$ cat src/sv/trimmed_sample_statistics_core_defines.svh
// assertion macros shared by the rtl files
`ifndef TRIMMED_SAMPLE_STATISTICS_CORE_DEFINES_SVH
`define TRIMMED_SAMPLE_STATISTICS_CORE_DEFINES_SVH

// property that holds every cycle out of reset
`define TSS_ASSERT(label, prop, msg) \
    label: assert property (@(posedge i_clk) disable iff (!i_rst_n) (prop)) else $error(msg);

// implication checked on the next cycle
`define TSS_ASSERT_NEXT(label, ante, cons, msg) \
    label: assert property (@(posedge i_clk) disable iff (!i_rst_n) (ante) |=> (cons)) \
        else $error(msg);

`endif

$ cat src/sv/tss_pkg.sv
// ----------------------------------------------------------------------------
// tss_pkg
// types, constants and codes of the trimmed sample statistics core
// ----------------------------------------------------------------------------
`default_nettype none
package tss_pkg;

    localparam int STORE_DEPTH_DEF = 64;
    localparam int CFG_W = 7;
    localparam int CNT_W = 7;

    localparam logic [0:0] CFG_EXCL_SMALL = 1'b0;
    localparam logic [0:0] CFG_EXCL_LARGE = 1'b1;

    localparam logic ACT_ADD = 1'b0;
    localparam logic ACT_CLOSE = 1'b1;

    localparam logic [1:0] ST_ADDED = 2'd0;
    localparam logic [1:0] ST_DROPPED = 2'd1;
    localparam logic [1:0] ST_STATS = 2'd2;
    localparam logic [1:0] ST_EMPTY = 2'd3;

    typedef struct packed {
        logic        action;
        logic [63:0] timestamp;
        logic signed [31:0] sample_value;
    } t_in_word;

    typedef struct packed {
        logic [1:0]  status;
        logic [6:0]  sample_count;
        logic        min_valid;
        logic signed [31:0] min_value;
        logic [63:0] min_time;
        logic        max_valid;
        logic signed [31:0] max_value;
        logic [63:0] max_time;
        logic        mean_valid;
        logic signed [31:0] mean_value;
        logic [63:0] mean_time;
    } t_out_word;

    typedef enum logic [3:0] {
        S_IDLE,
        S_SEARCH,
        S_SHIFT,
        S_WRITE,
        S_RD_MIN,
        S_RD_MAX,
        S_SUM,
        S_DIV,
        S_OUT
    } t_state;

    // controller to datapath
    typedef struct packed {
        logic take_in;     // latch input word
        logic srch_start;  // start position search
        logic shift_start; // start shifting above pos
        logic wr_new;      // write new entry
        logic rd_min;
        logic rd_max;
        logic sum_start;
        logic div_start;
        logic make_add;    // build add or drop result
        logic make_close;  // build close result, clear count
    } t_cmd;

    // datapath to controller
    typedef struct packed {
        logic is_close;
        logic full;
        logic empty;
        logic srch_done;
        logic shift_done;
        logic sum_done;
        logic div_done;
        logic mean_ok;
    } t_sts;

endpackage
`default_nettype wire

$ cat src/sv/tss_ctrl.sv
// ----------------------------------------------------------------------------
// tss_ctrl
// sequencer for add and close words
// ----------------------------------------------------------------------------
`default_nettype none
`include "trimmed_sample_statistics_core_defines.svh"
module tss_ctrl (
    input  wire logic          i_clk,
    input  wire logic          i_rst_n,
    input  wire logic          i_in_valid,
    output logic               o_in_stall,
    input  wire logic          i_out_busy,
    input  wire tss_pkg::t_sts i_sts,
    output tss_pkg::t_cmd      o_cmd
);
    tss_pkg::t_state r_state, n_state;

    always_ff @(posedge i_clk) begin
        if (!i_rst_n) begin
            r_state <= tss_pkg::S_IDLE;
        end else begin
            r_state <= n_state;
        end
    end

    always_comb begin
        n_state = r_state;
        o_cmd = '0;
        o_in_stall = 1'b1;
        case (r_state)
            tss_pkg::S_IDLE: begin
                o_in_stall = 1'b0;
                if (i_in_valid) begin
                    o_cmd.take_in = 1'b1;
                    n_state = tss_pkg::S_SEARCH;
                end
            end
            tss_pkg::S_SEARCH: begin
                if (i_sts.is_close) begin
                    if (i_sts.empty) begin
                        n_state = tss_pkg::S_OUT;
                    end else begin
                        o_cmd.rd_min = 1'b1;
                        n_state = tss_pkg::S_RD_MIN;
                    end
                end else if (i_sts.full) begin
                    n_state = tss_pkg::S_OUT;
                end else begin
                    o_cmd.srch_start = 1'b1;
                    n_state = tss_pkg::S_SHIFT;
                end
            end
            tss_pkg::S_SHIFT: begin
                if (i_sts.srch_done) begin
                    o_cmd.shift_start = 1'b1;
                    n_state = tss_pkg::S_WRITE;
                end
            end
            tss_pkg::S_WRITE: begin
                if (i_sts.shift_done) begin
                    o_cmd.wr_new = 1'b1;
                    n_state = tss_pkg::S_OUT;
                end
            end
            tss_pkg::S_RD_MIN: begin
                o_cmd.rd_max = 1'b1;
                n_state = tss_pkg::S_RD_MAX;
            end
            tss_pkg::S_RD_MAX: begin
                o_cmd.sum_start = 1'b1;
                n_state = tss_pkg::S_SUM;
            end
            tss_pkg::S_SUM: begin
                if (i_sts.sum_done) begin
                    o_cmd.div_start = i_sts.mean_ok;
                    n_state = tss_pkg::S_DIV;
                end
            end
            tss_pkg::S_DIV: begin
                if (i_sts.div_done) begin
                    n_state = tss_pkg::S_OUT;
                end
            end
            tss_pkg::S_OUT: begin
                if (!i_out_busy) begin
                    o_cmd.make_add = !i_sts.is_close;
                    o_cmd.make_close = i_sts.is_close;
                    n_state = tss_pkg::S_IDLE;
                end
            end
            default: n_state = tss_pkg::S_IDLE;
        endcase
    end

    `TSS_ASSERT(a_one_result, !(o_cmd.make_add && o_cmd.make_close), "add and close together")
    `TSS_ASSERT_NEXT(a_take_leaves_idle, o_cmd.take_in, r_state == tss_pkg::S_SEARCH,
        "accepted word did not start")
    `TSS_ASSERT(a_stall_idle, o_in_stall || r_state == tss_pkg::S_IDLE, "accept while busy")
endmodule
`default_nettype wire

$ cat config.mk
export PLATFORM = sky130hd
export DESIGN_NAME = tss_ctrl
export DESIGN_NICKNAME = d
export VERILOG_FILES = /design/src/sv/tss_pkg.sv /design/src/sv/tss_ctrl.sv
export VERILOG_INCLUDE_DIRS = /design/src /design/src/sv
export SDC_FILE = /design/constraint.sdc
export NUM_CORES = 1
export LEC_CHECK = 0
export ABC_AREA = 1
export ABC_CLOCK_PERIOD_IN_PS = 1300
export BUFFER_PORTS_ARGS = -buffer_cell sky130_fd_sc_hd__buf_2
export CAP_MARGIN = 20
export CORE_MARGIN = 3
export CORE_UTILIZATION = 24
export CTS_BUF_LIST = sky130_fd_sc_hd__clkbuf_4
export DETAILED_ROUTE_END_ITERATION = 8
export PLACE_DENSITY = 0.6
export SLEW_MARGIN = 20
export SYNTH_ARGS = -nofsm -noshare
export SYNTH_HDL_FRONTEND = slang
export SYNTH_SLANG_ARGS = --single-unit
$ cat constraint.sdc
create_clock -name i_clk -period 1.3 [get_ports i_clk]
set_clock_uncertainty 0.05 [all_clocks]
set_input_delay 0.13 -clock i_clk [delete_from_list [all_inputs] [get_ports i_clk]]
set_output_delay 0.13 -clock i_clk [all_outputs]
set_load 0.02 [all_outputs]
==> results of run 1 <==
[per-layer routing]
metal | up-vias | wire [microns]
met5 | - | 0
met4 | 0 | 0
met3 | 0 | 51
met2 | 11 | 703
met1 | 263 | 603
li1 | 333 | -
[final cells by class]
| type | instances | area share, % |
|---|---|---|
| inverters | 18 | 8.97 |
| well taps | 24 | 3.47 |
| clock buffers | 3 | 2.60 |
| repair buffers | 31 | 25.6 |
| multi-input cells | 63 | 48.3 |
| flip-flops and latches | 4 | 11.0 |
[critical path: stages, from the launching register on]
cell and delay (ps):
dfxtp_4 380, buf_6 140, nor4_4 250, buf_4 180
[what timing repair did]
item / CTS / global route
gates resized for setup: 26 / 35
buffers inserted: 3 / 3
gates cloned: 1 / 0
hold buffers: 0 / 0
pin swaps: 6 / 18
endpoints found under the setup margin: 13 / 15
[path summary, 6_finish.rpt]
check	startpoint	to	slack [ps]	cells after the start
worst max-delay path	r_state[3]$_SDFFE_PN0P_	o_cmd[4]	-50	3
worst min-delay path	i_rst_n	r_state[1]$_SDFFE_PN0P_	90	3
worst max register to register	r_state[1]$_SDFFE_PN0P_	r_state[3]$_SDFFE_PN0P_	30	7
worst min register to register	r_state[0]$_SDFFE_PN0P_	r_state[0]$_SDFFE_PN0P_	650	3
[power breakdown]
group | leakage [uW] | switching, uW | total, uW | internal [uW]
combinational | 0.000437 | 594 | 1080 | 487
sequential | 0.0000356 | 126 | 317 | 191
clock | 0.0000138 | 46.2 | 149 | 103
total | 0.000486 | 767 | 1550 | 781
[metrics by stage]
step                area (sq um)  setup WS, ps  util, %
floorplan                    439          18.4        -
detailed placement           602         -9.46     37.8
global placement             602          21.2     37.8
global route                 865          -151     54.2
CTS                          736         -63.2     46.2
finish                       865         -51.8     54.2
[placed cells by master (no fill, tap or decap), drive strengths merged]
cell type	n
nor3	2
dfxtp	4
nand3	10
buf	31
or2	1
nand2	25
inv	18
nand4	1
o21ai	1
a21oi	3
nor2	19
clkbuf	3
nor4	1
[cell families (layout without fill, tap and decap cells)]
family | count (synthesis) | in the layout | share of synthesized area (%)
and+or+nand+nor | 58 | 59 | 61.3
buffers and inverters | 18 | 52 | 15.6
AOI/OAI and AO/OA | 4 | 4 | 4.62
DFF | 4 | 4 | 18.5
==> summary.md, run 1 <==
| Metric | Value |
|---|---|
| Tot Pwr | between 1500 and 2000 uW |
| Critical Path RT | between 1000 and 1500 ps |
| CP Launch Type | flop |
| Hold Vio Cnt, Final | 0 |
| Crit path capture type | output pin |
| Drc violations | 0 |
| M2 GR Usage | 17.0% |
| Root Driver | clkbuf_4 |
| DRT Pass-1 Iters | 3 |
| Num rows | 14 |
| Largest reg by FF count | r_state |
| # nets final | roughly 130 |
| Leading cell types by count after synthesis | nand2_1, inv_1, nor2_1, nand3_1, dfxtp_1 |
| Pin count of the biggest net entering global routing | 8 |
| Total track usage | 11.2% |
| Period utilization | 104% |
| CTS tree | done |
| Drt total wl | ~1400 microns |
| Worst-Margin Slew | approximately 230 ps |
| GRT busiest layer | met2 |
| DP HPWL | roughly 950 microns |
| WP data arrival | 1170 ps |
| Setup TNS | -276 ps |
| Largest regs | r_state (4) |
| Met3 GRT Util | 2.76% |
| Vias | 607 |
| Status | complete, but fails checks |
| Post-synth EDFFs | 0 |
| Core ar. | 1590 sq um |
| Fin crit period | roughly 1400 ps |
| Routed WL per cell | about 9.5 microns |
| Port bufs | 22 |
| First-pass GRT wire length | 2150 microns |
| Vias in the first global route | about 540 |
| Post-Layout Cell Count | between 100 and 150 |
| Worst hold path type | in -> reg |
| Synth area leader | nand2_1 |
| Relative max-transition margin | between 80% and 90% |
| Clk sinks | 4 |
| Synthesized cell area | between 400 and 500 sq um |
| Sequential area share after synthesis | between 10% and 20% |
| Initial DRC Count | 7 |
| Post-synth top area share | between 15 and 20% |
| Ports | 23 |
| Final GP Congestion | slightly below 0.9 |
| Placed Instances | about 130 |
| Layout cell share with drive strength beyond 1 | around three fifths |
| Register Area | around 95 sq um |
| Peak VDD IR | between 1000 and 1500 uV |
| M1 GR Usage | 14.6% |
| Setup slack after layout | -51.8 ps |
| Top achievable clock speed | approximately 0.74 GHz |
| CTS max path bufs | 2 |
| Overall die height | ~48 microns |
| Max reg flops | 4 |
| Synth warn | 0 |
| Syn-to-layout area delta | 99.7% |
| Post-synth cell types | 15 |
| Footprint of the multi-input gates | about 420 sq um |
| H-tree depth | 1 |
| Die width | between 40 and 50 microns |
| Post-route ant nets | 0 |
| Leak | 0.000486 uW |
| Antenna diodes | 0 |
| Cts bufs inserted | 3 |
| Initial antenna violation count | 0 |
| Setup violators final | 7 |
| Hold slack | between 90 and 100 ps |
| DIE AREA | between 2000 and 2500 sq um |
| Post-synth ARST share | 0% |
| Main synth FF type | dfxtp_1 |
| Yosys reg bits | 4 |
| Fin. max-slew vios | 0 |
| RSZ-0062 raised after global routing | true |
| Congestion Overflow GR | 0 |
| Power Dens Cells | 1790 nW/um^2 |
| Most numerous cell in the Yosys netlist | nand2_1 |
| Worst setup path category | reg -> out |
| Crit-path max FO | 6 |
| Clock Latency Late Sink | about 230 ps |
| Clk pin slew, worst setup/hold paths | 40 ps |
| Cells after synthesis | 84 |
| Fill count | between 150 and 200 |
| Synth area leaders | nand2_1, dfxtp_1, inv_1 |
| Max-Cap Viols | 0 |
| Post-DR vias/cell | 4.24 |
| Violated checks | negative setup slack |
| Avg Cell Area, Syn | about 5.2 sq um |
| Mapped Nets | between 90 and 100 |
| Initial Utilization | between 20% and 30% |
(Power assumes the default switching activity.)
==> inputs of run 2 (changes only) <==
--- a/constraint.sdc
+++ b/constraint.sdc
@@ -4,2 +4,2 @@
 set_output_delay 0.13 -clock i_clk [all_outputs]
-set_load 0.02 [all_outputs]
+set_load 0.005 [all_outputs]
==> run 2 against run 1 <==
  * The flow still finishes with violations (negative setup slack)
  * Design area shrank 15%
  * Hold slack worse by 16 ps
  * Worst setup slack improved by 28 ps
  * Via count is 4.4% lower
  * Maximum frequency up 2.1%
  * Register-to-register slack better by 40 ps
  * Critical endpoint unchanged
==> summary.md, run 2 (synthesis results as in run 1) <==
| Metric | Value |
|---|---|
| Setup violators final | 1 |
| DIE AREA | ~2300 sq um |
| Violated checks | negative setup slack |
| Commonest non-fill, non-tap cell in the layout | buf_2 |
| CTS tree | done |
| Post-DR vias/cell | about 4.2 |
| Power Dens Cells | 1700 nW/um^2 |
| Syn-to-layout area delta | 69.1% |
| Initial antenna violation count | 0 |
| DRT Pass-1 Iters | 4 |
| Routed WL per cell | about 9.3 microns |
| Final GP Congestion | 0.796 |
| Fin. max-slew vios | 0 |
| CP Cell Sequence | buf_6, nor4_4, buf_2 |
| Top achievable clock speed | around 0.76 GHz |
| Pin count of the biggest net entering global routing | 10 |
| Max-Cap Viols | 0 |
| Fill count | 159 |
| Critical Path RT | ~1100 ps |
| Max stage delay cell, worst path | dfxtp_4 |
| DP HPWL | about 900 microns |
| Worst-Margin Slew | between 200 and 250 ps |
| Crit path capture type | output pin |
| Initial Utilization | between 20% and 30% |
| Drt total wl | around 1300 microns |
| Port bufs | 22 |
| Setup slack after layout | -23.9 ps |
| Die width | about 48 microns |
| Leak | ~0.00044 uW |
| Congestion Overflow GR | 0 |
| Hold-fix buffers, CTS | 0 |
| Most frequent cells in the layout | buf_2, nand2_1, inv_1 |
| Post-route ant nets | 0 |
| Depth of the most critical reg-to-reg path | 6 |
| Clk pin slew, worst setup/hold paths | roughly 40 ps |
| Worst setup path category | reg -> out |
| Worst slack, placed | roughly 6 ps |
| Largest regs | r_state (4) |
| Vias in the first global route | approximately 480 |
| Initial DRC Count | 10 |
| RSZ-0062 raised after global routing | true |
| Status | complete, but fails checks |
| Ports | 23 |
| Worst hold path type | in -> reg |
| CTS max path bufs | 2 |
| Num rows | 14 |
| Hold slack | 75.8 ps |
| Drc violations | 0 |
| Peak VDD IR | 933 uV |
| H-tree depth | 1 |
| Total track usage | around a tenth |
| Clk sinks | 4 |
| Hold Crit Depth | 3 |
| Crit-path max FO | 5 |
| Layout cell share with drive strength beyond 1 | 48.7% |
| Fin crit period | around 1300 ps |
| Overall die height | between 40 and 50 microns |
| Slowest Stage Delay on Critical Path | between 300 and 400 ps |
| Hold Vio Cnt, Final | 0 |
| Clock Latency Late Sink | ~230 ps |
| Largest reg by FF count | r_state |
| Vias | 580 |
| Core ar. | 1590 sq um |
| Util after Layout | a little under half |
| Cts bufs inserted | 3 |
| Root Driver | clkbuf_4 |
| Antenna diodes | 0 |
| Relative max-transition margin | a little under nine tenths |
| Placed Instances | around 130 |
| Period utilization | 102% |
| Max reg flops | 4 |
| CP Launch Type | flop |
| Post-Layout Cell Count | roughly 140 |
| WP data arrival | 1140 ps |
| First-pass GRT wire length | ~1900 microns |
| # nets final | 129 |
-- run 2: critical path: cells and delay by family, from the launching register on --
family	cells	cell delay, ps
flops	1	370
buf+inv	2	280
simple gates	1	260
-- run 2: final timing paths --
| path | start | end | slack (ps) |
|---|---|---|---|
| max | r_state[0]$_SDFFE_PN0P_ | o_cmd[4] | -20 |
| min | i_rst_n | r_state[1]$_SDFFE_PN0P_ | 80 |
| max reg2reg | r_state[3]$_SDFFE_PN0P_ | r_state[2]$_SDFFE_PN0P_ | 70 |
| min reg2reg | r_state[2]$_SDFFE_PN0P_ | r_state[2]$_SDFFE_PN0P_ | 500 |
-- run 2: per-layer routing --
metal | vias up | track usage (%) | part of all wire, %
met5 | - | 0 | 0
met3 | 0 | 3.68 | 3.1
met1 | 251 | 12.0 | 44
li1 | 320 | - | -
met4 | 0 | 1.42 | 0
met2 | 9 | 17.7 | 53
-- run 2: report_power, final --
| part | switching [uW] | internal (uW) |
|---|---|---|
| clock | 46.6 | 103 |
| combinational | 427 | 372 |
| sequential | 109 | 191 |
-- run 2: cell type report --
type	count	area (sq um)	share of cell area (%)
Clock buffer	3	22.5	3.08
Inverter	18	70.1	9.57
Multi-Input combinational cell	63	355	48.5
Sequential cell	4	95.1	13.0
Tap cell	24	30.0	4.10
Timing Repair Buffer	27	159	21.7
-- run 2: what timing repair did --
action                                  4_1_cts  5_1_grt
gates cloned                                  0        1
buffers inserted                              1        2
gates resized for setup                      10       19
pin swaps                                     2        6
endpoints found under the setup margin       10       14
-- run 2: stage by stage --
stage	total power [uW]	instance area [sq um]	TNS, ps
finish	1250	732	-23.9
global route	1380	732	-719
CTS	1060	648	-46.6
detailed placement	811	588	0
global placement	805	588	0
floorplan	618	433	0
==> inputs of run 3 (changes only) <==
PLACE_DENSITY = 0.46   (was 0.6)
==> run 3 against run 2 <==
  * The flow still finishes with violations (negative setup slack)
  * Maximum frequency grew 0.68%
  * Sequential share of layout area is 0.49 points lower
  * Count of clock-buffer cells in the layout stayed put
  * Wire length is 3.2% higher
  * Register-to-register slack got worse by 20 ps
  * Die area unchanged
  * Utilization is 1.8 points higher
  * Worst setup slack improved by 8.9 ps
  * Non-clock buffer count rose by 1
  * Highest routed layer unchanged
==> summary.md, run 3 (synthesis results as in run 1) <==
| Metric | Value |
|---|---|
| CTS max path bufs | 2 |
| CP bufs+invs | 2 |
| Drc violations | 0 |
| Crit path capture type | output pin |
| Clock Latency Late Sink | between 200 and 250 ps |
| Congestion Overflow GR | 0 |
| Initial Utilization | 27.2% |
| Hold Vio Cnt, Final | 0 |
| Setup violators final | 1 |
| H-tree depth | 1 |
| Max-Cap Viols | 0 |
| Antenna diodes | 0 |
| Hold slack | between 70 and 80 ps |
| Fin crit period | roughly 1300 ps |
| First-pass GRT wire length | 1950 microns |
| Violated checks | negative setup slack |
| Power Dens Cells | approximately 1600 nW/um^2 |
| Cts bufs inserted | 3 |
| Core ar. | between 1500 and 2000 sq um |
| Drt total wl | about 1300 microns |
| Crit path depth | 3 |
| Fill count | between 150 and 200 |
| Port bufs | 22 |
| Root Driver | clkbuf_4 |
| Num rows | 14 |
| Syn-to-layout area delta | 75.7% |
| Total track usage | a little over a tenth |
| Vias | 581 |
| CP Launch Type | flop |
| Peak VDD IR | about 980 uV |
| Period utilization | 101% |
| Reg-to-Reg End | r_state[2]$_SDFFE_PN0P_ |
| Initial DRC Count | 4 |
| Crit. Startpoint | r_state[0]$_SDFFE_PN0P_ |
| Clk sinks | 4 |
| DIE AREA | between 2000 and 2500 sq um |
| Pin count of the biggest net entering global routing | 10 |
| Most frequent cells in the layout | nand2_1, buf_2, inv_1 |
| Largest regs | r_state (4) |
| Initial antenna violation count | 0 |
| Worst R2R Start | r_state[1]$_SDFFE_PN0P_ |
| CTS tree | done |
| Routed WL per cell | approximately 9.5 microns |
| Largest reg by FF count | r_state |
| Max reg flops | 4 |
| Worst setup path category | reg -> out |
| Layout cell share with drive strength beyond 1 | about half |
| Hold-fix buffers, CTS | 0 |
| Worst-Margin Slew | about 200 ps |
| Relative max-transition margin | between 80% and 90% |
| Top achievable clock speed | 0.760 GHz |
| Delay-heaviest family, CP | flip-flops |
| Worst hold path type | in -> reg |
| Util after Layout | 47.7% |
| DRT Pass-1 Iters | 4 |
| Die width | a little under 50 microns |
| Post-route ant nets | 0 |
| Slowest Stage Delay on Critical Path | ~360 ps |
| Setup slack after layout | -15.0 ps |
| Critical Path RT | ~1100 ps |
| DP HPWL | approximately 1100 microns |
| Ports | 23 |
| Crit-path max FO | 5 |
| # nets final | 130 |
| Max stage delay cell, worst path | dfxtp_4 |
| R2R Setup Slk | around 50 ps |
| Depth of the most critical reg-to-reg path | 9 |
| Clk pin slew, worst setup/hold paths | 40 ps |
| Vias in the first global route | 483 |
| RSZ-0062 raised after global routing | true |
| Final GP Congestion | a little over 0.8 |
| Post-DR vias/cell | 4.15 |
| WP data arrival | 1140 ps |
| Leak | 0.000447 uW |
| Overall die height | between 40 and 50 microns |
| Crit path capture | o_cmd[4] |
| Status | complete, but fails checks |
| CP Cell Sequence | buf_4, nor4_4, buf_2 |
| Fin. max-slew vios | 0 |
==> run 3: what timing repair did <==
| action | CTS | global route |
|---|---|---|
| setup buffers | 0 | 1 |
| setup endpoints to repair | 11 | 14 |
| pin swaps | 3 | 8 |
| resized for setup | 10 | 24 |
| gates cloned | 0 | 1 |
==> run 3: how the worst min path moves through the flow <==
| stage | from | end | slack [ps] | depth (start not counted) |
|---|---|---|---|---|
| final | i_rst_n | r_state[1]$_SDFFE_PN0P_ | 70 | 3 |
| after global routing | i_rst_n | r_state[1]$_SDFFE_PN0P_ | 80 | 3 |
| after CTS | i_rst_n | r_state[1]$_SDFFE_PN0P_ | 70 | 3 |
| after detailed placement | i_rst_n | r_state[1]$_SDFFE_PN0P_ | 320 | 3 |
| after global placement | i_rst_n | r_state[1]$_SDFFE_PN0P_ | 330 | 3 |
| after floorplan | i_rst_n | r_state[1]$_SDFFE_PN0P_ | 180 | 2 |
==> run 3: final cells by class <==
cell class | count | area, sq um | area share [%]
multi-input combinational | 63 | 367 | 48.2
timing repair buffer | 28 | 176 | 23.2
sequential | 4 | 95.1 | 12.5
inverter | 18 | 70.1 | 9.21
tap | 24 | 30.0 | 3.95
clock buffer | 3 | 22.5 | 2.96
==> run 3: stage by stage <==
step	cell area, sq um	setup slack, ps	total power, uW	std cells	TNS, ps
after detailed placement	611	-1.03	861	135	-1.03
after floorplan	433	138	618	84	0
final	761	-15.0	1250	140	-15.0
after global placement	611	17.4	864	135	0
after CTS	662	-19.2	1090	138	-34.0
after global routing	761	-98.3	1370	140	-620
==> run 3: worst register-to-register path, stage by stage, from the launching register on <==
cell and delay [ps]:
dfxtp_4 360, buf_6 120, nor2_4 150, nand3_2 100
buf_6 130, nand2_2 50, inv_2 30, nand3_1 70
nand2_1 50, nor2_1 70
==> run 3: routing by layer <==
layer	up-vias	GRT usage [%]	part of all wire, %
met5	-	0	0
met1	244	12.5	49
met4	0	2.84	0
met3	0	5.21	5.6
met2	14	16.7	46
li1	323	-	-
==> run 3: power breakdown <==
part	total (uW)	internal [uW]	switching [uW]	leakage (uW)
Combinational	803	358	445	0.000398
Clock	158	104	54.8	0.0000138
Sequential	284	190	93.9	0.0000356
Total	1250	652	594	0.000447
